<file path="src/rtl/core/ccd_pkg.sv">
// Console command decoder package: widths, codes, grammar tables.
// No dependencies.
package ccd_pkg;

    localparam int unsigned EngineerSlotsDef = 8;
    localparam int unsigned ArgBitsDef       = 16;
    localparam int unsigned NumArgs          = 5;
    localparam int unsigned NumForms         = 14;
    localparam int unsigned QueueDepth       = 2;

    localparam logic [3:0] CMD_SPEED    = 4'd0;
    localparam logic [3:0] CMD_REVERSE  = 4'd1;
    localparam logic [3:0] CMD_SWITCH   = 4'd2;
    localparam logic [3:0] CMD_HALT     = 4'd3;
    localparam logic [3:0] CMD_CREATE   = 4'd4;
    localparam logic [3:0] CMD_CAL_RUN  = 4'd5;
    localparam logic [3:0] CMD_CAL_WAIT = 4'd6;
    localparam logic [3:0] CMD_LOAD     = 4'd7;
    localparam logic [3:0] CMD_MARK     = 4'd8;
    localparam logic [3:0] CMD_GO       = 4'd9;
    localparam logic [3:0] CMD_QUIT     = 4'd10;
    localparam logic [3:0] CMD_TASKS    = 4'd11;
    localparam logic [3:0] CMD_TRACK    = 4'd12;
    localparam logic [3:0] CMD_TURNOUTS = 4'd13;
    localparam logic [3:0] CMD_HELP     = 4'd14;
    localparam logic [3:0] CMD_UNKNOWN  = 4'd15;

    localparam logic [2:0] ST_OK       = 3'd0;
    localparam logic [2:0] ST_BAD_ARG  = 3'd1;
    localparam logic [2:0] ST_FULL     = 3'd2;
    localparam logic [2:0] ST_ASSIGNED = 3'd3;
    localparam logic [2:0] ST_NO_ENG   = 3'd4;

    localparam logic [7:0] TK_END = 8'h00;
    localparam logic [7:0] TK_SP  = 8'h20;
    localparam logic [7:0] TK_NUM = 8'h4E;
    localparam logic [7:0] TK_GRP = 8'h47;
    localparam logic [7:0] TK_DIR = 8'h44;
    localparam logic [7:0] TK_TRK = 8'h54;
    localparam logic [7:0] CH_CR  = 8'h0D;

    localparam int unsigned PatLen  = 12;
    localparam int unsigned PatBits = 8 * PatLen;

    // one pattern token per position, null padded
    function automatic logic [7:0] pat_token(input logic [3:0] form, input logic [3:0] pos);
        logic [PatBits-1:0] p;
        logic [3:0]         n;
        logic [7:0]         t;
        unique case (form)
            4'd0:    begin p = PatBits'("tr N N");      n = 4'd6;  end
            4'd1:    begin p = PatBits'("rv N");        n = 4'd4;  end
            4'd2:    begin p = PatBits'("sw N D");      n = 4'd6;  end
            4'd3:    begin p = PatBits'("h N G N");     n = 4'd7;  end
            4'd4:    begin p = PatBits'("e N N");       n = 4'd5;  end
            4'd5:    begin p = PatBits'("c N N G N N"); n = 4'd11; end
            4'd6:    begin p = PatBits'("k T");         n = 4'd3;  end
            4'd7:    begin p = PatBits'("x N N");       n = 4'd5;  end
            4'd8:    begin p = PatBits'("go N N");      n = 4'd6;  end
            4'd9:    begin p = PatBits'("q");           n = 4'd1;  end
            4'd10:   begin p = PatBits'("d");           n = 4'd1;  end
            4'd11:   begin p = PatBits'("p");           n = 4'd1;  end
            4'd12:   begin p = PatBits'("o");           n = 4'd1;  end
            4'd13:   begin p = PatBits'("?");           n = 4'd1;  end
            default: begin p = '0;                      n = 4'd0;  end
        endcase
        if (pos < n)
            t = p[8 * (int'(n) - 1 - int'(pos)) +: 8];
        else
            t = TK_END;
        return t;
    endfunction

    function automatic logic [3:0] form_code(input logic [3:0] form);
        logic [3:0] c;
        unique case (form)
            4'd0:    c = CMD_SPEED;
            4'd1:    c = CMD_REVERSE;
            4'd2:    c = CMD_SWITCH;
            4'd3:    c = CMD_HALT;
            4'd4:    c = CMD_CREATE;
            4'd5:    c = CMD_CAL_RUN;
            4'd6:    c = CMD_LOAD;
            4'd7:    c = CMD_MARK;
            4'd8:    c = CMD_GO;
            4'd9:    c = CMD_QUIT;
            4'd10:   c = CMD_TASKS;
            4'd11:   c = CMD_TRACK;
            4'd12:   c = CMD_TURNOUTS;
            4'd13:   c = CMD_HELP;
            default: c = CMD_UNKNOWN;
        endcase
        return c;
    endfunction

    typedef struct packed {
        logic [3:0]  command;
        logic        in_range;
        logic [15:0] train_id;
        logic [15:0] value_a;
        logic [2:0]  group_code;
        logic [15:0] value_b;
        logic [15:0] loop_count;
        logic        switch_dir;
    } line_t;

    typedef struct packed {
        logic [3:0]  command;
        logic [2:0]  status;
        logic [15:0] train_id;
        logic [15:0] value_a;
        logic [2:0]  group_code;
        logic [15:0] value_b;
        logic [15:0] loop_count;
        logic        switch_dir;
        logic [3:0]  engineer_slot;
    } result_t;

endpackage

</file>
<file path="src/rtl/core/ccd_if.sv">
// Valid/ready channel interfaces for the console command decoder.
// No dependencies.
interface ccd_char_if;
    logic       valid;
    logic       ready;
    logic [7:0] char_in;
    modport source (output valid, output char_in, input ready);
    modport sink (input valid, input char_in, output ready);
endinterface

interface ccd_result_if;
    logic        valid;
    logic        ready;
    logic [3:0]  command;
    logic [2:0]  status;
    logic [15:0] train_id;
    logic [15:0] value_a;
    logic [2:0]  group_code;
    logic [15:0] value_b;
    logic [15:0] loop_count;
    logic        switch_dir;
    logic [3:0]  engineer_slot;
    modport source (output valid, output command, output status, output train_id,
        output value_a, output group_code, output value_b, output loop_count,
        output switch_dir, output engineer_slot, input ready);
    modport sink (input valid, input command, input status, input train_id,
        input value_a, input group_code, input value_b, input loop_count,
        input switch_dir, input engineer_slot, output ready);
endinterface

</file>
<file path="src/rtl/core/ccd_front.sv">
// Front end: character folding, grammar tracking, argument collection, range checks.
// Depends on ccd_pkg.
module ccd_front
    import ccd_pkg::*;
#(
    parameter int unsigned ARG_BITS = ArgBitsDef
)
(
    input  logic   clk,
    input  logic   rst_n,
    input  logic   char_valid,
    output logic   char_ready,
    input  logic [7:0] char_in,
    output logic   line_valid,
    input  logic   line_ready,
    output line_t  line
);

    localparam logic [ARG_BITS-1:0] ArgMax = '1;
    localparam logic [ARG_BITS+3:0] ArgMaxW = {4'd0, ArgMax};

    logic                active_reg, active_next;
    logic                bad_reg, bad_next;
    logic                in_num_reg, in_num_next;
    logic [3:0]          form_reg, form_next;
    logic [3:0]          pos_reg, pos_next;
    logic [2:0]          idx_reg, idx_next;
    logic [ARG_BITS-1:0] arg_reg [NumArgs];
    logic [ARG_BITS-1:0] arg_next [NumArgs];
    logic [2:0]          grp_reg, grp_next;
    logic                dir_reg, dir_next;
    logic                halted_reg, halted_next;

    logic [7:0]          c;
    logic                take, printable, is_cr, digit, done;
    logic [7:0]          tok, tok1;
    logic [3:0]          dval;
    logic [ARG_BITS+3:0] prod;
    logic                found;
    logic [3:0]          found_form;
    logic [3:0]          code;
    logic [15:0]         a_clip [4];

    assign char_ready = !is_cr || line_ready || halted_reg;
    assign take       = char_valid && char_ready;

    always_comb
    begin
        c = char_in;
        if (c >= 8'h41 && c <= 8'h5A)
            c = c + 8'd32;
    end

    assign printable = (char_in >= 8'h20) && (char_in <= 8'h7E);
    assign is_cr     = (char_in == CH_CR);
    assign digit     = (c >= 8'h30) && (c <= 8'h39);
    assign dval      = 4'(c - 8'h30);
    assign tok       = pat_token(form_reg, pos_reg);
    assign tok1      = pat_token(form_reg, pos_reg + 4'd1);

    always_comb
    begin
        found      = 1'b0;
        found_form = '0;
        for (int i = NumForms - 1; i >= 0; i--)
        begin
            if (pat_token(4'(i), 4'd0) == c)
            begin
                found      = 1'b1;
                found_form = 4'(i);
            end
        end
    end

    always_comb
    begin
        logic [ARG_BITS+3:0] base;
        base = in_num_reg ? {4'd0, arg_reg[idx_reg]} : '0;
        prod = (base << 3) + (base << 1) + {{ARG_BITS{1'b0}}, dval};
    end

    always_comb
    begin
        active_next = active_reg;
        bad_next    = bad_reg;
        in_num_next = in_num_reg;
        form_next   = form_reg;
        pos_next    = pos_reg;
        idx_next    = idx_reg;
        arg_next    = arg_reg;
        grp_next    = grp_reg;
        dir_next    = dir_reg;
        halted_next = halted_reg;
        if (take && !halted_reg && printable && !bad_reg)
        begin
            if (!active_reg)
            begin
                if (found)
                begin
                    active_next = 1'b1;
                    form_next   = found_form;
                    pos_next    = 4'd1;
                    in_num_next = 1'b0;
                    idx_next    = '0;
                end
                else
                    bad_next = 1'b1;
            end
            else if (in_num_reg)
            begin
                if (digit)
                begin
                    if (idx_reg < 3'(NumArgs))
                        arg_next[idx_reg] = (prod > ArgMaxW) ? ArgMax : prod[ARG_BITS-1:0];
                end
                else if (tok1 == TK_SP && c == TK_SP)
                begin
                    pos_next    = pos_reg + 4'd2;
                    in_num_next = 1'b0;
                    idx_next    = idx_reg + 3'd1;
                end
                else
                    bad_next = 1'b1;
            end
            else
            begin
                priority case (1'b1)
                    tok == TK_END:
                        if (form_code(form_reg) < CMD_TRACK)
                            bad_next = 1'b1;
                    tok == TK_NUM:
                        if (digit)
                        begin
                            if (idx_reg < 3'(NumArgs))
                                arg_next[idx_reg] = prod[ARG_BITS-1:0];
                            in_num_next = 1'b1;
                        end
                        else
                            bad_next = 1'b1;
                    tok == TK_GRP:
                        if (c >= 8'h61 && c <= 8'h65)
                        begin
                            grp_next = 3'(c - 8'h61);
                            pos_next = pos_reg + 4'd1;
                        end
                        else
                            bad_next = 1'b1;
                    tok == TK_DIR:
                        if (c == 8'h63 || c == 8'h73)
                        begin
                            dir_next = (c == 8'h73);
                            pos_next = pos_reg + 4'd1;
                        end
                        else
                            bad_next = 1'b1;
                    tok == TK_TRK:
                        if (c == 8'h61 || c == 8'h62)
                        begin
                            dir_next = (c == 8'h62);
                            pos_next = pos_reg + 4'd1;
                        end
                        else
                            bad_next = 1'b1;
                    default:
                        if (c == tok)
                            pos_next = pos_reg + 4'd1;
                        else
                            bad_next = 1'b1;
                endcase
            end
        end
        else if (take && !halted_reg && is_cr)
        begin
            active_next = 1'b0;
            bad_next    = 1'b0;
            in_num_next = 1'b0;
            form_next   = '0;
            pos_next    = '0;
            idx_next    = '0;
            if (code == CMD_QUIT)
                halted_next = 1'b1;
        end
    end

    assign done = in_num_reg ? (tok1 == TK_END) : (tok == TK_END);

    always_comb
    begin
        code = CMD_UNKNOWN;
        if (active_reg && !bad_reg)
        begin
            if (done)
                code = form_code(form_reg);
            else if (form_reg == 4'd5 && pos_reg == 4'd1 && !in_num_reg)
                code = CMD_CAL_WAIT;
        end
    end

    always_comb
    begin
        for (int i = 0; i < 4; i++)
        begin
            if (ARG_BITS > 16)
                a_clip[i] = (arg_reg[i] > ARG_BITS'(16'hFFFF)) ? 16'hFFFF : 16'(arg_reg[i]);
            else
                a_clip[i] = 16'(arg_reg[i]);
        end
    end

    // arguments range checks use clipped values; clipped 65535 fails every bound
    always_comb
    begin
        logic [15:0] a0, a1, a2, a3;
        logic        tr_ok;
        a0 = a_clip[0];
        a1 = a_clip[1];
        a2 = a_clip[2];
        a3 = a_clip[3];
        tr_ok = (a0 >= 16'd1) && (a0 <= 16'd80);
        line = '0;
        line.command  = code;
        line.in_range = 1'b1;
        unique case (code)
            CMD_SPEED:
            begin
                line.train_id = a0;
                line.value_a  = a1;
                line.in_range = tr_ok && (a1 <= 16'd14);
            end
            CMD_REVERSE:
            begin
                line.train_id = a0;
                line.in_range = tr_ok;
            end
            CMD_SWITCH:
            begin
                line.value_a    = a0;
                line.switch_dir = dir_reg;
                line.in_range   = ((a0 >= 16'd1) && (a0 <= 16'd18))
                    || ((a0 >= 16'd153) && (a0 <= 16'd156));
            end
            CMD_HALT:
            begin
                line.train_id   = a0;
                line.group_code = grp_reg;
                line.value_b    = a1;
                line.in_range   = (a0 <= 16'd80) && (a1 >= 16'd1) && (a1 <= 16'd16);
            end
            CMD_CREATE:
            begin
                line.train_id = a0;
                line.value_a  = a1;
                line.in_range = tr_ok && (a1 < 16'd80);
            end
            CMD_CAL_RUN:
            begin
                line.train_id   = a0;
                line.value_a    = a1;
                line.group_code = grp_reg;
                line.value_b    = a2;
                line.loop_count = a3;
                line.in_range   = tr_ok && (a1 <= 16'd14) && (a2 >= 16'd1)
                    && (a2 <= 16'd16) && (a3 >= 16'd1) && (a3 <= 16'd20);
            end
            CMD_LOAD:
                line.switch_dir = dir_reg;
            CMD_MARK:
            begin
                line.train_id = a0;
                line.value_b  = a1;
                line.in_range = (a0 <= 16'd139) && (a1 <= 16'd875);
            end
            CMD_GO:
            begin
                line.train_id = a0;
                line.value_a  = a1;
                line.in_range = tr_ok && (a1 <= 16'd143);
            end
            default:
                line.in_range = 1'b1;
        endcase
    end

    assign line_valid = char_valid && is_cr && !halted_reg;

    always_ff @(posedge clk or negedge rst_n)
    begin
        if (!rst_n)
        begin
            active_reg <= 1'b0;
            bad_reg    <= 1'b0;
            in_num_reg <= 1'b0;
            form_reg   <= '0;
            pos_reg    <= '0;
            idx_reg    <= '0;
            grp_reg    <= '0;
            dir_reg    <= 1'b0;
            halted_reg <= 1'b0;
            for (int i = 0; i < NumArgs; i++)
                arg_reg[i] <= '0;
        end
        else
        begin
            active_reg <= active_next;
            bad_reg    <= bad_next;
            in_num_reg <= in_num_next;
            form_reg   <= form_next;
            pos_reg    <= pos_next;
            idx_reg    <= idx_next;
            grp_reg    <= grp_next;
            dir_reg    <= dir_next;
            halted_reg <= halted_next;
            arg_reg    <= arg_next;
        end
    end

endmodule

</file>
<file path="src/rtl/core/ccd_queue.sv">
// Two-entry line queue between decoder front and back.
// Depends on ccd_pkg.
module ccd_queue
    import ccd_pkg::*;
(
    input  logic  clk,
    input  logic  rst_n,
    input  logic  in_valid,
    output logic  in_ready,
    input  line_t in_line,
    output logic  out_valid,
    input  logic  out_ready,
    output line_t out_line
);

    line_t      mem_reg [QueueDepth];
    logic       wp_reg, rp_reg;
    logic [1:0] cnt_reg;
    logic       push, pop;

    assign in_ready  = (cnt_reg != 2'(QueueDepth));
    assign out_valid = (cnt_reg != 2'd0);
    assign out_line  = mem_reg[rp_reg];
    assign push      = in_valid && in_ready;
    assign pop       = out_valid && out_ready;

    always_ff @(posedge clk)
    begin
        if (push)
            mem_reg[wp_reg] <= in_line;
    end

    always_ff @(posedge clk or negedge rst_n)
    begin
        if (!rst_n)
        begin
            wp_reg  <= 1'b0;
            rp_reg  <= 1'b0;
            cnt_reg <= '0;
        end
        else
        begin
            if (push)
                wp_reg <= ~wp_reg;
            if (pop)
                rp_reg <= ~rp_reg;
            cnt_reg <= cnt_reg + 2'(push) - 2'(pop);
        end
    end

endmodule

</file>
<file path="src/rtl/core/ccd_back.sv">
// Back end: engineer slot table search and insert, status, output register.
// Depends on ccd_pkg.
module ccd_back
    import ccd_pkg::*;
#(
    parameter int unsigned ENGINEER_SLOTS = EngineerSlotsDef
)
(
    input  logic    clk,
    input  logic    rst_n,
    input  logic    line_valid,
    output logic    line_ready,
    input  line_t   line,
    output logic    res_valid,
    input  logic    res_ready,
    output result_t res
);

    localparam int unsigned IdxW = (ENGINEER_SLOTS > 1) ? $clog2(ENGINEER_SLOTS) : 1;
    localparam int unsigned CntW = $clog2(ENGINEER_SLOTS + 1);

    typedef enum logic [2:0] {
        S_IDLE   = 3'b001,
        S_SEARCH = 3'b010,
        S_OUT    = 3'b100
    } state_t;

    state_t          state_reg, state_next;
    logic [6:0]      slot_reg [ENGINEER_SLOTS];
    logic [CntW-1:0] count_reg;
    logic [CntW-1:0] scan_reg;
    logic            found_reg;
    logic [IdxW-1:0] hit_reg;
    line_t           cur_reg;
    result_t         res_reg;
    logic            res_valid_reg, res_valid_next;
    logic            tbl_cmd;
    logic            match;
    logic            load_out;
    logic [2:0]      out_status;
    logic [3:0]      out_slot;
    logic            do_insert;

    assign line_ready = (state_reg == S_IDLE);
    assign res_valid  = res_valid_reg;
    assign res        = res_reg;
    assign match      = (scan_reg < count_reg)
        && ({9'd0, slot_reg[scan_reg[IdxW-1:0]]} == cur_reg.train_id);
    assign tbl_cmd    = cur_reg.in_range && (cur_reg.command == CMD_SPEED
        || cur_reg.command == CMD_REVERSE || cur_reg.command == CMD_CREATE);
    assign load_out   = (state_reg == S_OUT) && (!res_valid_reg || res_ready);

    always_comb
    begin
        state_next = state_reg;
        unique case (state_reg)
            S_IDLE:
                if (line_valid)
                    state_next = S_SEARCH;
            S_SEARCH:
                if (!tbl_cmd || found_reg || match || scan_reg >= count_reg
                    || scan_reg == CntW'(ENGINEER_SLOTS - 1))
                    state_next = S_OUT;
            S_OUT:
                if (!res_valid_reg || res_ready)
                    state_next = S_IDLE;
            default:
                state_next = S_IDLE;
        endcase
    end

    always_comb
    begin
        res_valid_next = res_valid_reg;
        if (res_valid_reg && res_ready)
            res_valid_next = 1'b0;
        if (load_out)
            res_valid_next = 1'b1;
    end

    always_comb
    begin
        out_status = ST_OK;
        out_slot   = 4'hF;
        do_insert  = 1'b0;
        if (!cur_reg.in_range)
            out_status = ST_BAD_ARG;
        else
        begin
            unique case (cur_reg.command)
                CMD_SPEED, CMD_REVERSE:
                    if (found_reg)
                        out_slot = 4'(hit_reg);
                CMD_CREATE:
                    if (count_reg >= CntW'(ENGINEER_SLOTS))
                        out_status = ST_FULL;
                    else if (found_reg)
                    begin
                        out_status = ST_ASSIGNED;
                        out_slot   = 4'(hit_reg);
                    end
                    else
                    begin
                        do_insert = 1'b1;
                        out_slot  = 4'(count_reg);
                    end
                CMD_MARK:
                    if (count_reg == '0)
                        out_status = ST_NO_ENG;
                    else
                        out_slot = 4'd0;
                default:
                    out_status = ST_OK;
            endcase
        end
    end

    always_ff @(posedge clk or negedge rst_n)
    begin
        if (!rst_n)
        begin
            state_reg     <= S_IDLE;
            count_reg     <= '0;
            scan_reg      <= '0;
            found_reg     <= 1'b0;
            hit_reg       <= '0;
            cur_reg       <= '0;
            res_reg       <= '0;
            res_valid_reg <= 1'b0;
            for (int i = 0; i < ENGINEER_SLOTS; i++)
                slot_reg[i] <= '0;
        end
        else
        begin
            state_reg     <= state_next;
            res_valid_reg <= res_valid_next;
            if (state_reg == S_IDLE && line_valid)
            begin
                cur_reg   <= line;
                scan_reg  <= '0;
                found_reg <= 1'b0;
            end
            if (state_reg == S_SEARCH)
            begin
                if (match && !found_reg)
                begin
                    found_reg <= 1'b1;
                    hit_reg   <= scan_reg[IdxW-1:0];
                end
                if (!found_reg && !match && scan_reg < count_reg)
                    scan_reg <= scan_reg + CntW'(1);
            end
            if (load_out)
            begin
                res_reg.command       <= cur_reg.command;
                res_reg.status        <= out_status;
                res_reg.train_id      <= cur_reg.train_id;
                res_reg.value_a       <= cur_reg.value_a;
                res_reg.group_code    <= cur_reg.group_code;
                res_reg.value_b       <= cur_reg.value_b;
                res_reg.loop_count    <= cur_reg.loop_count;
                res_reg.switch_dir    <= cur_reg.switch_dir;
                res_reg.engineer_slot <= out_slot;
                if (do_insert)
                begin
                    slot_reg[count_reg[IdxW-1:0]] <= cur_reg.train_id[6:0];
                    count_reg <= count_reg + CntW'(1);
                end
            end
        end
    end

endmodule

</file>
<file path="src/rtl/core/console_command_decoder_unit.sv">
// Console command decoder top level: front, line queue, back.
// Depends on ccd_pkg, ccd_if, ccd_front, ccd_queue, ccd_back.
// Path: a carriage return pushes the line into the queue; the back end takes it
// in S_IDLE, walks the slot table in S_SEARCH and registers the result in S_OUT.
// Throughput: printable characters one per cycle; the back end takes a new line
// only in S_IDLE, once the slot search and result of the last line are done.
// Reset: asynchronous, clears grammar state, arguments, slot table and quit flag.
module console_command_decoder_unit
    import ccd_pkg::*;
#(
    parameter int unsigned ENGINEER_SLOTS = EngineerSlotsDef,
    parameter int unsigned ARG_BITS       = ArgBitsDef
)
(
    input logic          clk,
    input logic          rst_n,
    ccd_char_if.sink     char_ch,
    ccd_result_if.source result_ch
);

    logic    fl_valid, fl_ready, ql_valid, ql_ready;
    line_t   fl_line, ql_line;
    result_t res;

    ccd_front #(.ARG_BITS(ARG_BITS)) u_front (
        .clk        (clk),
        .rst_n      (rst_n),
        .char_valid (char_ch.valid),
        .char_ready (char_ch.ready),
        .char_in    (char_ch.char_in),
        .line_valid (fl_valid),
        .line_ready (fl_ready),
        .line       (fl_line)
    );

    ccd_queue u_queue (
        .clk       (clk),
        .rst_n     (rst_n),
        .in_valid  (fl_valid),
        .in_ready  (fl_ready),
        .in_line   (fl_line),
        .out_valid (ql_valid),
        .out_ready (ql_ready),
        .out_line  (ql_line)
    );

    ccd_back #(.ENGINEER_SLOTS(ENGINEER_SLOTS)) u_back (
        .clk        (clk),
        .rst_n      (rst_n),
        .line_valid (ql_valid),
        .line_ready (ql_ready),
        .line       (ql_line),
        .res_valid  (result_ch.valid),
        .res_ready  (result_ch.ready),
        .res        (res)
    );

    assign result_ch.command       = res.command;
    assign result_ch.status        = res.status;
    assign result_ch.train_id      = res.train_id;
    assign result_ch.value_a       = res.value_a;
    assign result_ch.group_code    = res.group_code;
    assign result_ch.value_b       = res.value_b;
    assign result_ch.loop_count    = res.loop_count;
    assign result_ch.switch_dir    = res.switch_dir;
    assign result_ch.engineer_slot = res.engineer_slot;

endmodule
</file>
<file path="src/flat_wrapper.sv">
// flat-port wrapper written by rule: the top's interface ports become plain ports
module console_command_decoder_unit_flat import ccd_pkg::*;
#(
    parameter int unsigned ENGINEER_SLOTS = EngineerSlotsDef,
    parameter int unsigned ARG_BITS       = ArgBitsDef
)
  (clk, rst_n, char_ch_valid, char_ch_char_in, char_ch_ready, result_ch_valid, result_ch_command, result_ch_status, result_ch_train_id, result_ch_value_a, result_ch_group_code, result_ch_value_b, result_ch_loop_count, result_ch_switch_dir, result_ch_engineer_slot, result_ch_ready);
  ccd_char_if char_ch_i ();
  ccd_result_if result_ch_i ();
  input logic clk;
  input logic rst_n;
  input wire logic [$bits(char_ch_i.valid)-1:0] char_ch_valid;
  input wire logic [$bits(char_ch_i.char_in)-1:0] char_ch_char_in;
  output wire logic [$bits(char_ch_i.ready)-1:0] char_ch_ready;
  output wire logic [$bits(result_ch_i.valid)-1:0] result_ch_valid;
  output wire logic [$bits(result_ch_i.command)-1:0] result_ch_command;
  output wire logic [$bits(result_ch_i.status)-1:0] result_ch_status;
  output wire logic [$bits(result_ch_i.train_id)-1:0] result_ch_train_id;
  output wire logic [$bits(result_ch_i.value_a)-1:0] result_ch_value_a;
  output wire logic [$bits(result_ch_i.group_code)-1:0] result_ch_group_code;
  output wire logic [$bits(result_ch_i.value_b)-1:0] result_ch_value_b;
  output wire logic [$bits(result_ch_i.loop_count)-1:0] result_ch_loop_count;
  output wire logic [$bits(result_ch_i.switch_dir)-1:0] result_ch_switch_dir;
  output wire logic [$bits(result_ch_i.engineer_slot)-1:0] result_ch_engineer_slot;
  input wire logic [$bits(result_ch_i.ready)-1:0] result_ch_ready;
  assign char_ch_i.valid = char_ch_valid;
  assign char_ch_i.char_in = char_ch_char_in;
  assign char_ch_ready = char_ch_i.ready;
  assign result_ch_valid = result_ch_i.valid;
  assign result_ch_command = result_ch_i.command;
  assign result_ch_status = result_ch_i.status;
  assign result_ch_train_id = result_ch_i.train_id;
  assign result_ch_value_a = result_ch_i.value_a;
  assign result_ch_group_code = result_ch_i.group_code;
  assign result_ch_value_b = result_ch_i.value_b;
  assign result_ch_loop_count = result_ch_i.loop_count;
  assign result_ch_switch_dir = result_ch_i.switch_dir;
  assign result_ch_engineer_slot = result_ch_i.engineer_slot;
  assign result_ch_i.ready = result_ch_ready;
  console_command_decoder_unit #(.ENGINEER_SLOTS(ENGINEER_SLOTS), .ARG_BITS(ARG_BITS)) u_core (.clk(clk), .rst_n(rst_n), .char_ch(char_ch_i), .result_ch(result_ch_i));
endmodule
</file>
<file path="config.mk">
export PLATFORM = sky130hd
export DESIGN_NAME = console_command_decoder_unit_flat
export DESIGN_NICKNAME = d
export VERILOG_FILES = /design/src/rtl/core/ccd_pkg.sv /design/src/rtl/core/ccd_if.sv /design/src/rtl/core/ccd_front.sv /design/src/rtl/core/ccd_queue.sv /design/src/rtl/core/ccd_back.sv /design/src/rtl/core/console_command_decoder_unit.sv /design/src/flat_wrapper.sv
export SDC_FILE = /design/constraint.sdc
export NUM_CORES = 1
export LEC_CHECK = 0
export ABC_AREA = 1
export BUFFER_PORTS_ARGS = -buffer_cell sky130_fd_sc_hd__clkbuf_2
export CORE_ASPECT_RATIO = 2
export CORE_MARGIN = 2
export CORE_UTILIZATION = 56
export DETAILED_ROUTE_END_ITERATION = 8
export PLACE_DENSITY = 0.76
export SKIP_LAST_GASP = 1
export SLEW_MARGIN = 20
export SYNTH_ARGS = -nofsm -noshare
export SYNTH_HDL_FRONTEND = slang
export SYNTH_SLANG_ARGS = --single-unit
</file>
<file path="constraint.sdc">
create_clock -name clk -period 4.95 [get_ports clk]
set_input_delay 1.485 -clock clk [delete_from_list [all_inputs] [get_ports clk]]
set_output_delay 1.485 -clock clk [all_outputs]
set_load 0.005 [all_outputs]
</file>
# ---- Word level (Yosys, flattened, before mapping)
# Memories as Yosys holds them, arrays and structs flattened. A register that Yosys moved wholly into a read port is not among the register bits.
# Cells that the tools add are included.
dict set report op_classes {
  multipliers 0
  n_shift 2
  reduce_logical 89
  bitwise_logic 10
  addsub 16
  eq_ne 73
  n_lt_le_gt_ge 37
  div 0
  muxes 157
}
# op n
set op_table {}
lappend op_table {{80-bit 2-to-1 mux} 7}
lappend op_table {{4-bit 2-to-1 mux} 48}
lappend op_table {{96-bit by 9-bit indexed part select with 8-bit output} 2}
lappend op_table {{80-bit bitwise mux} 2}
lappend op_table {{16-bit 2-to-1 mux} 7}
lappend op_table {{7-bit by 8-bit == test with 1-bit output, first input constant} 13}
lappend op_table {{8-bit by 7-bit == test with 1-bit output, second input constant} 8}
lappend op_table {{16-bit by 1-bit greater-or-equal comparator with 1-bit output, second input constant} 4}
lappend op_table {{16-bit by 5-bit less-or-equal comparator with 1-bit output, second input constant} 4}
lappend op_table {{16-bit case mux with 2 select lines} 2}
lappend op_table {{1-bit 2-to-1 mux} 61}
lappend op_table {{56-bit bitwise mux} 1}
lappend op_table {{16-bit binary-select mux with 3-bit select} 1}
lappend op_table {{16-bit demux with 3-bit select} 1}
lappend op_table {{16-bit by 8-bit less-or-equal comparator with 1-bit output, second input constant} 3}
lappend op_table {{1-bit logical AND} 39}
lappend op_table {{3-bit 2-to-1 mux} 13}
lappend op_table {{4-bit by 3-bit == test with 1-bit output, second input constant} 6}
lappend op_table {{8-bit by 7-bit less-or-equal comparator with 1-bit output, second input constant} 3}
lappend op_table {{8-bit 2-to-1 mux} 3}
lappend op_table {{7-bit binary-select mux with 3-bit select} 1}
lappend op_table {{7-bit demux with 3-bit select} 1}
lappend op_table {{7-bit 2-to-1 mux} 3}
lappend op_table {{19-bit by 17-bit adder with 20-bit output} 1}
lappend op_table {{other kinds (73)} 150}
dict set report word_totals {
  memories 5
  latchBits 0
  rom_bits 1760
  input_bits 12
  regBits 254
  word_cells 429
  out_inout_bits 81
  ramBits 146
}
# name depth width read_ports rd_ports_with_merged_regs write_ports line
set memory_table {}
lappend memory_table {{(no name shown)} 16 51 1 0 0 ccd_pkg.sv:50} ;# unique case (form)
lappend memory_table {{(no name shown)} 16 51 1 0 0 ccd_pkg.sv:50}
lappend memory_table {u_core.u_queue.mem_reg 2 73 1 1 1 ccd_queue.sv:16} ;# line_t mem_reg [QueueDepth];
lappend memory_table {{(no name shown)} 16 4 1 0 0 ccd_pkg.sv:76} ;# unique case (form)
lappend memory_table {{(no name shown)} 16 4 1 0 0 ccd_pkg.sv:76}

# ---- Depth between registers and ports, before layout
# Gate-level depths: netlist (run 1).
dict set report logic_depth {
  depth_word 21
  ltp_mapped 34
  mapped_depth_nobuf 32
}

# ---- Hierarchy
# A second synthesis (run 1) with hierarchy kept.
dict set report hier_totals {
  cells_unflattened 3012
  hier_area_um2 25085.3
}
# mod seq_area_each_um2 instances cells_each area_each_um2
set by_module_without_submodules {}
lappend by_module_without_submodules {ccd_front 2477.4 1 1562 9945.8}
lappend by_module_without_submodules {ccd_back 5606.6 1 1037 9549.2}
lappend by_module_without_submodules {ccd_queue 4484.3 1 413 5590.4}

# ---- Least setup slack after synthesis (run 1)
# Ideal clock, no wire load.
dict set report synth_path {
  kind {input -> register}
  start {input port char_ch_char_in[3]}
  end {memory u_core.u_queue.mem_reg[1][0] (netlist name) (enable)}
  path_stages 6
  t_arrival_ns 5.441
  setup_ns 0.506
  n_path_buf 1
  slack_ns -0.997
  t_required_ns 4.444
  cell_sequence {clkbuf_1 nand2_1 nor3_1 and2_1 inv_1 nor2_1}
}
dict set report synth_via {
  elab_chain_len 6
}
# element line
set synth_lines {}
lappend synth_lines {{from (decl)} flat_wrapper.sv:13} ;# input wire logic [$bits(char_ch_i.char_in)-1:0] char_ch_char_in;
lappend synth_lines {{8-bit by 4-bit == test with 1-bit output} ccd_front.sv:55} ;# assign is_cr = (char_in == CH_CR);
lappend synth_lines {{1-bit logical AND (2 in series)} ccd_front.sv:284} ;# assign line_valid = char_valid && is_cr && !halted_reg;
lappend synth_lines {{1-bit logical AND} ccd_queue.sv:24} ;# assign push = in_valid && in_ready;
lappend synth_lines {{1-bit 2-to-1 mux} ccd_queue.sv:29} ;# if (push)
lappend synth_lines {{1-bit 2-to-1 mux (implied by the code)} ccd_queue.sv:30} ;# mem_reg[wp_reg] <= in_line;
lappend synth_lines {{to (decl)} ccd_queue.sv:16}
# No other way between the ends.

==> results of run 1 <==
==> worst min path at each step <==
stage,endpoint,slack [ns],cells after the start
after global routing,u_core.u_back.res[25],0.50,2
after detailed placement,u_core.u_back.res[28],0.46,2
after floorplan,u_core.u_back.res[10],0.44,2
after global placement,u_core.u_back.res[28],0.45,2
final,u_core.u_back.res[5],0.47,2
after CTS,u_core.u_back.res[25],0.47,2
==> per-layer routing <==
layer	global-route usage	vias to the layer above
met4	0.264	0
met3	0.0431	324
met5	0	-
met2	0.610	891
li1	-	9903
met1	0.343	10100
==> logic make-up after synthesis <==
family          count (synthesis)
simple gates                 1385
buf+inv                       447
flops                         473
fa+ha+maj                      74
compound gates                488
xor+xnor                       34
mux                             2
==> worst reg2reg max path, stage by stage (launching register included) <==
cell     delay (ns)
dfrtp_1        0.41
buf_4          0.18
ha_1           0.22
inv_1          0.08
nand2_1        0.07
nand3_1        0.07
nand2_1        0.11
ha_2           0.40
fa_2           0.49
inv_1          0.13
nor2_1         0.06
buf_4          0.16
nand2_1        0.15
nor2_1         0.06
nor2_1         0.08
nand3_1        0.09
nand3_1        0.13
nand2_1        0.11
nor2_1         0.15
nand3_2        0.18
nand2_4        0.17
buf_4          0.12
nand4_1        0.12
nor2_1         0.24
a21oi_2        0.09
buf_12         0.16
o22ai_1        0.27
==> layout by cell type (no fill, tap or decap), types with 78 or more instances in the layout <==
| cell type | n |
|---|---|
| nand2_1 | 862 |
| dfrtp_1 | 324 |
| inv_1 | 315 |
| nor2_1 | 262 |
| o21ai_0 | 238 |
| edfxtp_1 | 146 |
| buf_4 | 123 |
| nand3_1 | 120 |
| clkbuf_2 | 91 |
| a31oi_1 | 78 |
==> repair_timing <==
item	CTS	global route
buffers inserted	0	5
resized for setup	0	43
setup endpoints to repair	0	226
==> final cells by class <==
| cell class | instances | area share |
|---|---|---|
| flip-flops and latches | 473 | 0.454 |
| inverters | 333 | 0.0453 |
| clock buffers | 55 | 0.0419 |
| multi-input cells | 1983 | 0.359 |
| repair buffers | 235 | 0.0649 |
| clock inverters | 23 | 0.0102 |
| diodes | 1 | 0.0000905 |
| well taps | 545 | 0.0247 |
==> metrics by stage <==
stage / std cells / hold WS, ns
floorplan: 2903 / 0.443
global placement: 3564 / 0.453
detailed placement: 3564 / 0.463
CTS: 3642 / 0.473
global route: 3647 / 0.502
finish: 3648 / 0.475
==> power breakdown <==
group / internal [mW] / switching (mW)
Sequential: 4.69 / 0.462
Clock: 1.90 / 1.50
Combinational: 1.04 / 1.91
==> impl_metrics.py, run 1 <==
metrics = {
    "status": {
        "status": "finished clean",
    },
    "clocking": {
        "cts-root-buf": "clkbuf_16",
        "cts_buffers": 42,
        "clockBufferDepth": 3,
        "cts.reportedPaths.clkPinSlew_ns": 0.07,
        "cts.sinks": 473,
        "clock_latency_ns": 0.57,
        "cts_hold_buffers": 0,
        "h-tree-depth": 2,
        "cts_tree": "built",
    },
    "sta": {
        "relSlewSlack": 0.408,
        "skew_ns": 0.0318,
        "period_needed_ns": 4.68,
        "rsz0062_at_grt": "true",
        "setup_violations": 0,
        "slew_viol_final": 0,
        "fin_setup_tns_ns": 0,
        "clock.fmax_ghz": 0.214,
        "fin_ws_ns": 0.274,
        "worst_slew_pin_slew_ns": 0.881,
        "hold_viol": 0,
        "fin_crit_sh": 0.945,
    },
    "critical_path": {
        "start_kind": "register",
        "critPathKind": "reg -> reg",
        "worst-path-buf-inv": 6,
        "critPathCaptureType": "register",
        "critPathTopFamily": "simple AND/OR/NAND/NOR gates",
        "reg2reg_to": "u_core.u_queue.mem_reg[1][28]",
        "endpoint": "u_core.u_queue.mem_reg[1][28]",
        "r2r-start": "u_core.u_front.form_reg[0]",
        "path_max_fanout": 15,
        "path_depth": 26,
        "rrSetupSlack_ns": 0.27,
        "arrival_ns": 5.04,
        "max_stage_delay_ns": 0.49,
        "required_ns": 5.32,
        "cp-startpoint": "u_core.u_front.form_reg[0]",
        "crit_path_frequent_cell": "nor2_1",
        "slowest_stage": "fa_2",
        "rr_worst_depth": 26,
    },
    "yosys": {
        "synth-edff-count": 146,
        "yosys.area_share.adder": 0.0397,
        "synth_ff_type": "dfrtp_1",
        "synth_nets": 2989,
        "synth_area_leader_cell": "dfrtp_1",
        "synth_common_cells": "867 x nand2_1, 326 x dfrtp_1, 319 x inv_1, 268 x nor2_1, 251 x o21ai_0",
        "yosys.area_share.simple": 0.236,
        "ys_warn_count": 0,
        "postSynthCellCount": 2903,
        "synthMuxAreaShare": 0.000832,
        "avgSynthCellArea_sq_um": 8.29,
        "synth_xor_area_frac": 0.0130,
        "yosys.cell_types.count": 59,
        "synthArstFlopShare": 0.691,
        "synth_compound_area_frac": 0.117,
        "yosysMostFrequentCell": "nand2_1",
        "synthTopCellsByArea": "dfrtp_1 34%, edfxtp_1 18%, nand2_1 14%, o21ai_0 5.2%, inv_1 5.0%",
        "syn_area_sq_um": 24100,
        "synth_top_family_by_area": "simple AND/OR/NAND/NOR gates",
        "seq_area_frac_synth": 0.522,
        "synth_seq_cells": 473,
        "yosysTopAreaCellShare": 0.339,
    },
    "drt": {
        "wl_met1_um": 24600,
        "firstDrtPassIters": 6,
        "dr_wl_met2_um": 38800,
        "route.met3.wl_um": 4110,
        "ant_nets": 0,
        "routed_via_density": 5.81,
        "highest_layer": "met4",
        "vias": 21200,
        "first_iter_violations": 1319,
        "drc_errors": 0,
        "wl_per_cell_um": 20.5,
        "wl_um": 74800,
    },
    "floorplanning": {
        "die_h_um": 297,
        "core_sq_um": 42400,
        "placementRows": 107,
        "start_util": 0.567,
        "fp.dieW_um": 151,
        "die_area_sq_um": 44700,
        "io_pins": 93,
    },
    "cells_and_area": {
        "fill_cells": 3596,
        "regArea_sq_um": 12600,
        "utilization": 0.652,
        "postLayoutCellArea_sq_um": 27700,
        "area_growth_pct": 15.0,
        "fin_nets": 3154,
        "drive_gt1_frac": 0.121,
        "largest_reg_flops": 146,
        "multi_input_area_sq_um": 9920,
    },
    "global_route": {
        "grtUsageTotal": 0.338,
        "grt_max_degree": 110,
        "grt_pass1_wl_um": 117000,
        "gr-total-overflow": 0,
        "antenna_found_initial": 0,
        "grt_pass1_vias": 21500,
    },
    "hold_path": {
        "hold_class": "reg -> reg",
        "hold_path.startpoint": "u_core.u_back.cur_reg[1]",
    },
    "place": {
        "dpl.hpwl_um": 56400,
        "pre_cts_slack_ns": -0.0186,
        "finalWeightedCongestion": 1.02,
        "io_buffers": 92,
        "dpl_cell_area_sq_um": 26100,
    },
    "power_and_ir_drop": {
        "vdd_drop_max_uv": 289,
        "power_density_nw_per_um2": 416,
        "power.leakage_nw": 12.8,
        "power_mw": 11.5,
    },
    "run": {
        "cap_violations": 0,
    },
}
Power figures use the tool's default switching activity.
==> inputs of run 2 (changes only) <==
Settings changed: ABC_AREA 1 to not set.
==> impl_metrics.py, run 2 <==
metrics = {
    "status": {
        "status": "finished clean",
    },
    "yosys": {
        "yosysMostFrequentCell": "nand2_1",
        "avgSynthCellArea_sq_um": 10.4,
        "synth_ff_type": "dfrtp_1",
        "seq_area_frac_synth": 0.522,
        "syn_area_sq_um": 24100,
        "synth-edff-count": 146,
        "synth_seq_cells": 473,
        "synthArstFlopShare": 0.691,
        "synth_nets": 2398,
        "synth_area_leader_cell": "dfrtp_1",
        "synthTopCellsByArea": "dfrtp_1 34%, edfxtp_1 18%, nand2_1 6.0%, mux2i_1 4.3%, ha_1 3.6%",
        "ys_warn_count": 0,
        "synth_common_cells": "385 x nand2_1, 326 x dfrtp_1, 197 x nor2_1, 146 x edfxtp_1, 138 x a21oi_1",
        "yosysTopAreaCellShare": 0.339,
        "postSynthCellCount": 2312,
        "yosys.cell_types.count": 110,
    },
    "critical_path": {
        "cp_cell_sequence": "inv_2 > buf_4 > ha_1 > a21oi_2 > o21a_1 > ha_4 > buf_4 > fa_2 > nor3b_2 > a31oi_1 > o22ai_1 > a221o_1 > a32o_2 > nand3b_1 > a21oi_2 > buf_4 > nor2_4 > nor2_4 > inv_4 > buf_4 > mux2_2 > nand2_1 > o2111ai_2",
        "max_stage_delay_ns": 0.49,
        "required_ns": 5.21,
        "cp-startpoint": "u_core.u_front.form_reg[1]",
        "critPathKind": "reg -> reg",
        "critPathCaptureType": "register",
        "path_max_fanout": 6,
        "arrival_ns": 5.17,
        "start_kind": "register",
        "slowest_stage": "fa_2",
        "r2r-start": "u_core.u_front.form_reg[1]",
        "crit_path_frequent_cell": "buf_4",
    },
    "power_and_ir_drop": {
        "power_switching_mw": 6.20,
        "p_clk_frac": 0.198,
        "internal-power_mw": 9.33,
        "p_comb_frac": 0.461,
        "pwr-share-seq": 0.341,
        "power_density_nw_per_um2": 556,
        "power.leakage_nw": 12.7,
        "vdd_drop_max_uv": 853,
        "switching_share": 0.399,
    },
    "sta": {
        "fin_crit_sh": 0.993,
        "slew_viol_final": 0,
        "relSlewSlack": 0.253,
        "rsz0062_at_grt": "true",
        "hold_viol": 0,
        "whs_ns": 0.467,
        "clock.fmax_ghz": 0.204,
        "period_needed_ns": 4.91,
        "setup_violations": 0,
        "skew_ns": 0.0207,
        "worst_slew_pin_slew_ns": 1.09,
    },
    "drt": {
        "vias": 18800,
        "firstDrtPassIters": 6,
        "wl_per_cell_um": 22.5,
        "ant_nets": 0,
        "first_iter_violations": 1175,
        "wl_um": 68800,
        "drc_errors": 0,
        "routed_via_density": 6.16,
    },
    "global_route": {
        "antenna_found_initial": 1,
        "gr-total-overflow": 0,
        "grt_pass1_wl_um": 106000,
        "grtUsageTotal": 0.309,
        "grt_pass1_vias": 19400,
        "grt_max_degree": 96,
    },
    "place": {
        "dpl_cell_area_sq_um": 26100,
        "dpl.cell_count": 2975,
        "dpl.hpwl_um": 51300,
        "io_buffers": 92,
        "finalWeightedCongestion": 0.981,
    },
    "floorplanning": {
        "start_util": 0.567,
        "die_area_sq_um": 44700,
        "fp.dieW_um": 151,
        "io_pins": 93,
        "placementRows": 107,
        "die_h_um": 297,
        "core_sq_um": 42400,
    },
    "cells_and_area": {
        "postLayoutCellArea_sq_um": 27900,
        "final_common_cell": "nand2_1",
        "regArea_sq_um": 12600,
        "multi_input_area_sq_um": 11200,
        "drive_gt1_frac": 0.214,
        "largest_reg_flops": 146,
        "final_cells": 3062,
        "diodes": 0,
        "layout_common_cells": "383 x nand2_1, 322 x dfrtp_1, 179 x nor2_1",
        "area_growth_pct": 16.0,
        "utilization": 0.658,
        "fin_nets": 2574,
        "fill_cells": 3238,
    },
    "clocking": {
        "cts_hold_buffers": 0,
        "cts.reportedPaths.clkPinSlew_ns": 0.08,
        "cts_tree": "built",
        "cts.sinks": 473,
        "cts-root-buf": "clkbuf_16",
        "h-tree-depth": 2,
        "cts_buffers": 39,
        "clockBufferDepth": 3,
        "clock_latency_ns": 0.54,
    },
    "run": {
        "cap_violations": 0,
    },
    "hold_path": {
        "hold_class": "reg -> reg",
        "hold_path.startpoint": "u_core.u_back.cur_reg[17]",
    },
}
run 2: cell types whose count changed after synthesis, sizes merged, moves of 82 or more:
cell	previous run	this run
a21oi	43	141
nor2	282	200
nand3	127	22
o21ai	258	145
mux2i	2	104
nand2	875	386
inv	326	54
run 2: layer usage:
| layer | routed length, um | part of all wire | vias to the layer above | GRT usage |
|---|---|---|---|---|
| li1 | - | - | 8597 | - |
| met1 | 22100 | 0.32 | 9214 | 0.304 |
| met2 | 36800 | 0.53 | 711 | 0.567 |
| met3 | 2470 | 0.036 | 325 | 0.0285 |
| met4 | 7390 | 0.11 | 2 | 0.259 |
| met5 | 13 | 0.00019 | - | 0 |
run 2: worst max-delay path, delay by kind of cell (launching register included):
kind	cells	cell delay, ns
AO/OA/AOI/OAI	8	1.53
adder cells (fa/ha/maj)	3	1.02
buffers and inverters	6	0.71
AND/OR/NAND/NOR	5	0.70
flip-flops	1	0.39
multiplexers	1	0.27
run 2: layout make-up:
class                   instances  area share
clock buffers                  52      0.0393
clock inverters                18     0.00565
inverters                      56     0.00762
multi-input cells            1646       0.400
flip-flops and latches        473       0.451
well taps                     545      0.0244
repair buffers                272      0.0728
run 2: path summary, 6_finish.rpt:
check	cells past startpoint	end	slack, ns
worst max-delay path	23	u_core.u_queue.mem_reg[1][68]	0.04
worst min-delay path	2	u_core.u_back.res[21]	0.47
worst max register to register	23	u_core.u_queue.mem_reg[1][68]	0.04
worst min register to register	2	u_core.u_back.res[21]	0.47
max in group asynchronous	2	u_core.u_front.idx_reg[2]	2.83
min in group asynchronous	1	u_core.u_back.res[36]	0.92
run 2: logic make-up after synthesis:
group	after synthesis	synth area share
xor+xnor	51	0.0189
flops	473	0.522
compound gates	501	0.138
mux	187	0.0887
buf+inv	193	0.0324
simple gates	832	0.160
fa+ha+maj	75	0.0401
run 2: power groups by stage:
stage | sequential, mW | clock [mW] | combinational, mW
after global placement | 5.33 | 0 | 6.56
after floorplan | 5.06 | 0 | 4.28
after global routing | 5.39 | 3.26 | 7.79
after detailed placement | 5.37 | 0 | 6.72
final | 5.30 | 3.07 | 7.16
after CTS | 5.29 | 3.10 | 6.97
run 2: through the flow:
stage	setup slack, ns	setup TNS [ns]	power (mW)
floorplan	0.0237	0	9.34
global placement	-0.306	-25.95	11.9
detailed placement	-0.447	-57.53	12.1
CTS	0.00583	0	15.4
global route	-0.113	-13.20	16.4
finish	0.0366	0	15.5
run 2: repair_timing:
item | in CTS | in global routing
buffers inserted | 5 | 12
gates cloned | 0 | 1
setup endpoints to repair | 212 | 232
endpoints found under the hold margin | 0 | 0
pin swaps | 7 | 20
gates resized for setup | 24 | 66
==> inputs of run 3 (changes only) <==
Settings changed: BUFFER_PORTS_ARGS -buffer_cell sky130_fd_sc_hd__clkbuf_2 to not set, CORE_UTILIZATION 56 to 58, DONT_BUFFER_PORTS set to 1, PLACE_DENSITY 0.76 to not set, PLACE_DENSITY_LB_ADDON set to 0.2.
==> impl_metrics.py, run 3 (synthesis gave the netlist of run 2 again) <==
metrics = {
    "sta": {
        "rsz0062_at_grt": "true",
        "whs_ns": 0.463,
        "worst_slew_pin_slew_ns": 1.06,
        "fin_crit_sh": 0.969,
        "hold_viol": 0,
        "clock.fmax_ghz": 0.208,
        "setup_violations": 0,
        "relSlewSlack": 0.292,
        "skew_ns": 0.0142,
        "period_needed_ns": 4.80,
        "slew_viol_final": 0,
    },
    "global_route": {
        "antenna_found_initial": 1,
        "grt_pass1_wl_um": 110000,
        "grt_pass1_vias": 19000,
        "gr-total-overflow": 0,
        "grtUsageTotal": 0.332,
        "grt_max_degree": 328,
    },
    "power_and_ir_drop": {
        "power.leakage_nw": 12.4,
        "vdd_drop_max_uv": 929,
        "power_density_nw_per_um2": 589,
    },
    "clocking": {
        "cts_buffers": 40,
        "h-tree-depth": 2,
        "cts-root-buf": "clkbuf_16",
        "cts_tree": "built",
        "cts.reportedPaths.clkPinSlew_ns": 0.07,
        "clockBufferDepth": 3,
        "cts.sinks": 473,
        "clock_latency_ns": 0.55,
    },
    "cells_and_area": {
        "fin_nets": 2503,
        "utilization": 0.675,
        "layout_common_cells": "385 x nand2_1, 322 x dfrtp_1, 182 x buf_4",
        "drive_gt1_frac": 0.188,
        "largest_reg_flops": 146,
        "area_growth_pct": 14.9,
        "final_common_cell": "nand2_1",
    },
    "floorplanning": {
        "core_sq_um": 41000,
        "die_area_sq_um": 43200,
        "io_pins": 93,
        "die_h_um": 292,
        "placementRows": 105,
        "fp.dieW_um": 148,
        "start_util": 0.587,
    },
    "drt": {
        "wl_per_cell_um": 24.2,
        "ant_nets": 0,
        "drc_errors": 0,
        "wl_um": 72400,
        "first_iter_violations": 1041,
        "routed_via_density": 6.26,
        "vias": 18700,
        "firstDrtPassIters": 5,
    },
    "critical_path": {
        "path_max_fanout": 6,
        "rrSetupSlack_ns": 0.15,
        "arrival_ns": 5.24,
        "start_kind": "register",
        "critPathKind": "reg -> reg",
        "critPathCaptureType": "register",
        "required_ns": 5.39,
    },
    "place": {
        "dpl.hpwl_um": 53200,
        "finalWeightedCongestion": 1.03,
        "io_buffers": 0,
    },
    "hold_path": {
        "hold_class": "reg -> reg",
    },
    "run": {
        "cap_violations": 0,
    },
    "status": {
        "status": "finished clean",
    },
}
run 3: cell types whose count changed in the layout (fill, tap and decap cells not counted), moves of 8 or more:
cell / change
clkbuf_2: -91
a22o_1: +8
a22o_4: -8
buf_4: +22
run 3: path summary, 6_finish.rpt:
kind / from / endpoint / depth (start not counted)
max in group asynchronous: rst_n / u_core.u_back.res[41] / 0
setup / recovery: u_core.u_front.form_reg[1] / u_core.u_front.pos_reg[3] / 24
min in group asynchronous: rst_n / u_core.u_back.res[14] / 0
setup reg to reg: u_core.u_front.form_reg[1] / u_core.u_front.pos_reg[3] / 24
hold / removal: u_core.u_back.cur_reg[1] / u_core.u_back.res[5] / 2
hold reg to reg: u_core.u_back.cur_reg[1] / u_core.u_back.res[5] / 2
run 3: metal layers:
metal	track usage	routed length, um	up-vias
li1	-	-	8444
met1	0.312	22500	9157
met2	0.620	38900	751
met3	0.0442	3340	322
met4	0.279	7670	0
met5	0	0	-
run 3: final cells by class:
class,instances,area (sq um)
Clock buffer,50,1090
Antenna cell,2,5.00
Timing Repair Buffer,200,1680
Sequential cell,473,12600
Clock inverter,23,290
Fill cell,3222,13300
Inverter,56,213
Multi-Input combinational cell,1646,11100
Tap cell,535,669
run 3: per-stage QoR:
step | total power, mW | setup slack, ns | setup TNS, ns | std cells | instance area (sq um)
3_3_place_gp | 12.2 | -0.256 | -20.14 | 2899 | 25800
4_1_cts | 15.8 | 0.00133 | 0 | 2974 | 27200
5_1_grt | 17.1 | -0.0183 | -0.0629 | 2984 | 27700
6_report | 16.3 | 0.154 | 0 | 2985 | 27700
3_5_place_dp | 12.4 | -0.361 | -40.09 | 2899 | 25800
2_1_floorplan | 9.34 | 0.0237 | 0 | 2312 | 24100
run 3: where the power goes:
group	switching, mW	internal (mW)	total [mW]
Combinational	4.31	3.24	7.55
Clock	1.45	1.89	3.34
Sequential	0.752	4.65	5.40
Total	6.51	9.78	16.3
run 3: critical path, stage by stage (launching register included):
cell,delay (ns)
dfrtp_1,0.37
inv_2,0.07
ha_4,0.16
mux2_4,0.27
nand2_1,0.07
o21a_1,0.15
inv_2,0.05
ha_4,0.17
xnor2_2,0.13
buf_4,0.15
ha_4,0.27
xnor2_2,0.17
buf_4,0.15
nor4_1,0.40
a31oi_1,0.11
nand2_1,0.17
nand4_1,0.23
xnor2_1,0.19
a2111oi_1,0.34
buf_4,0.17
o2111ai_1,0.14
buf_4,0.21
a32oi_4,0.28
a31o_1,0.21
a21oi_2,0.06
run 3: what timing repair did:
item | 4_1_cts | 5_1_grt
pin swaps | 2 | 25
gates resized for setup | 11 | 71
hold buffers | 0 | 0
buffers inserted | 2 | 9
setup endpoints to repair | 230 | 230
endpoints found under the hold margin | 0 | 0
gates cloned | 0 | 2
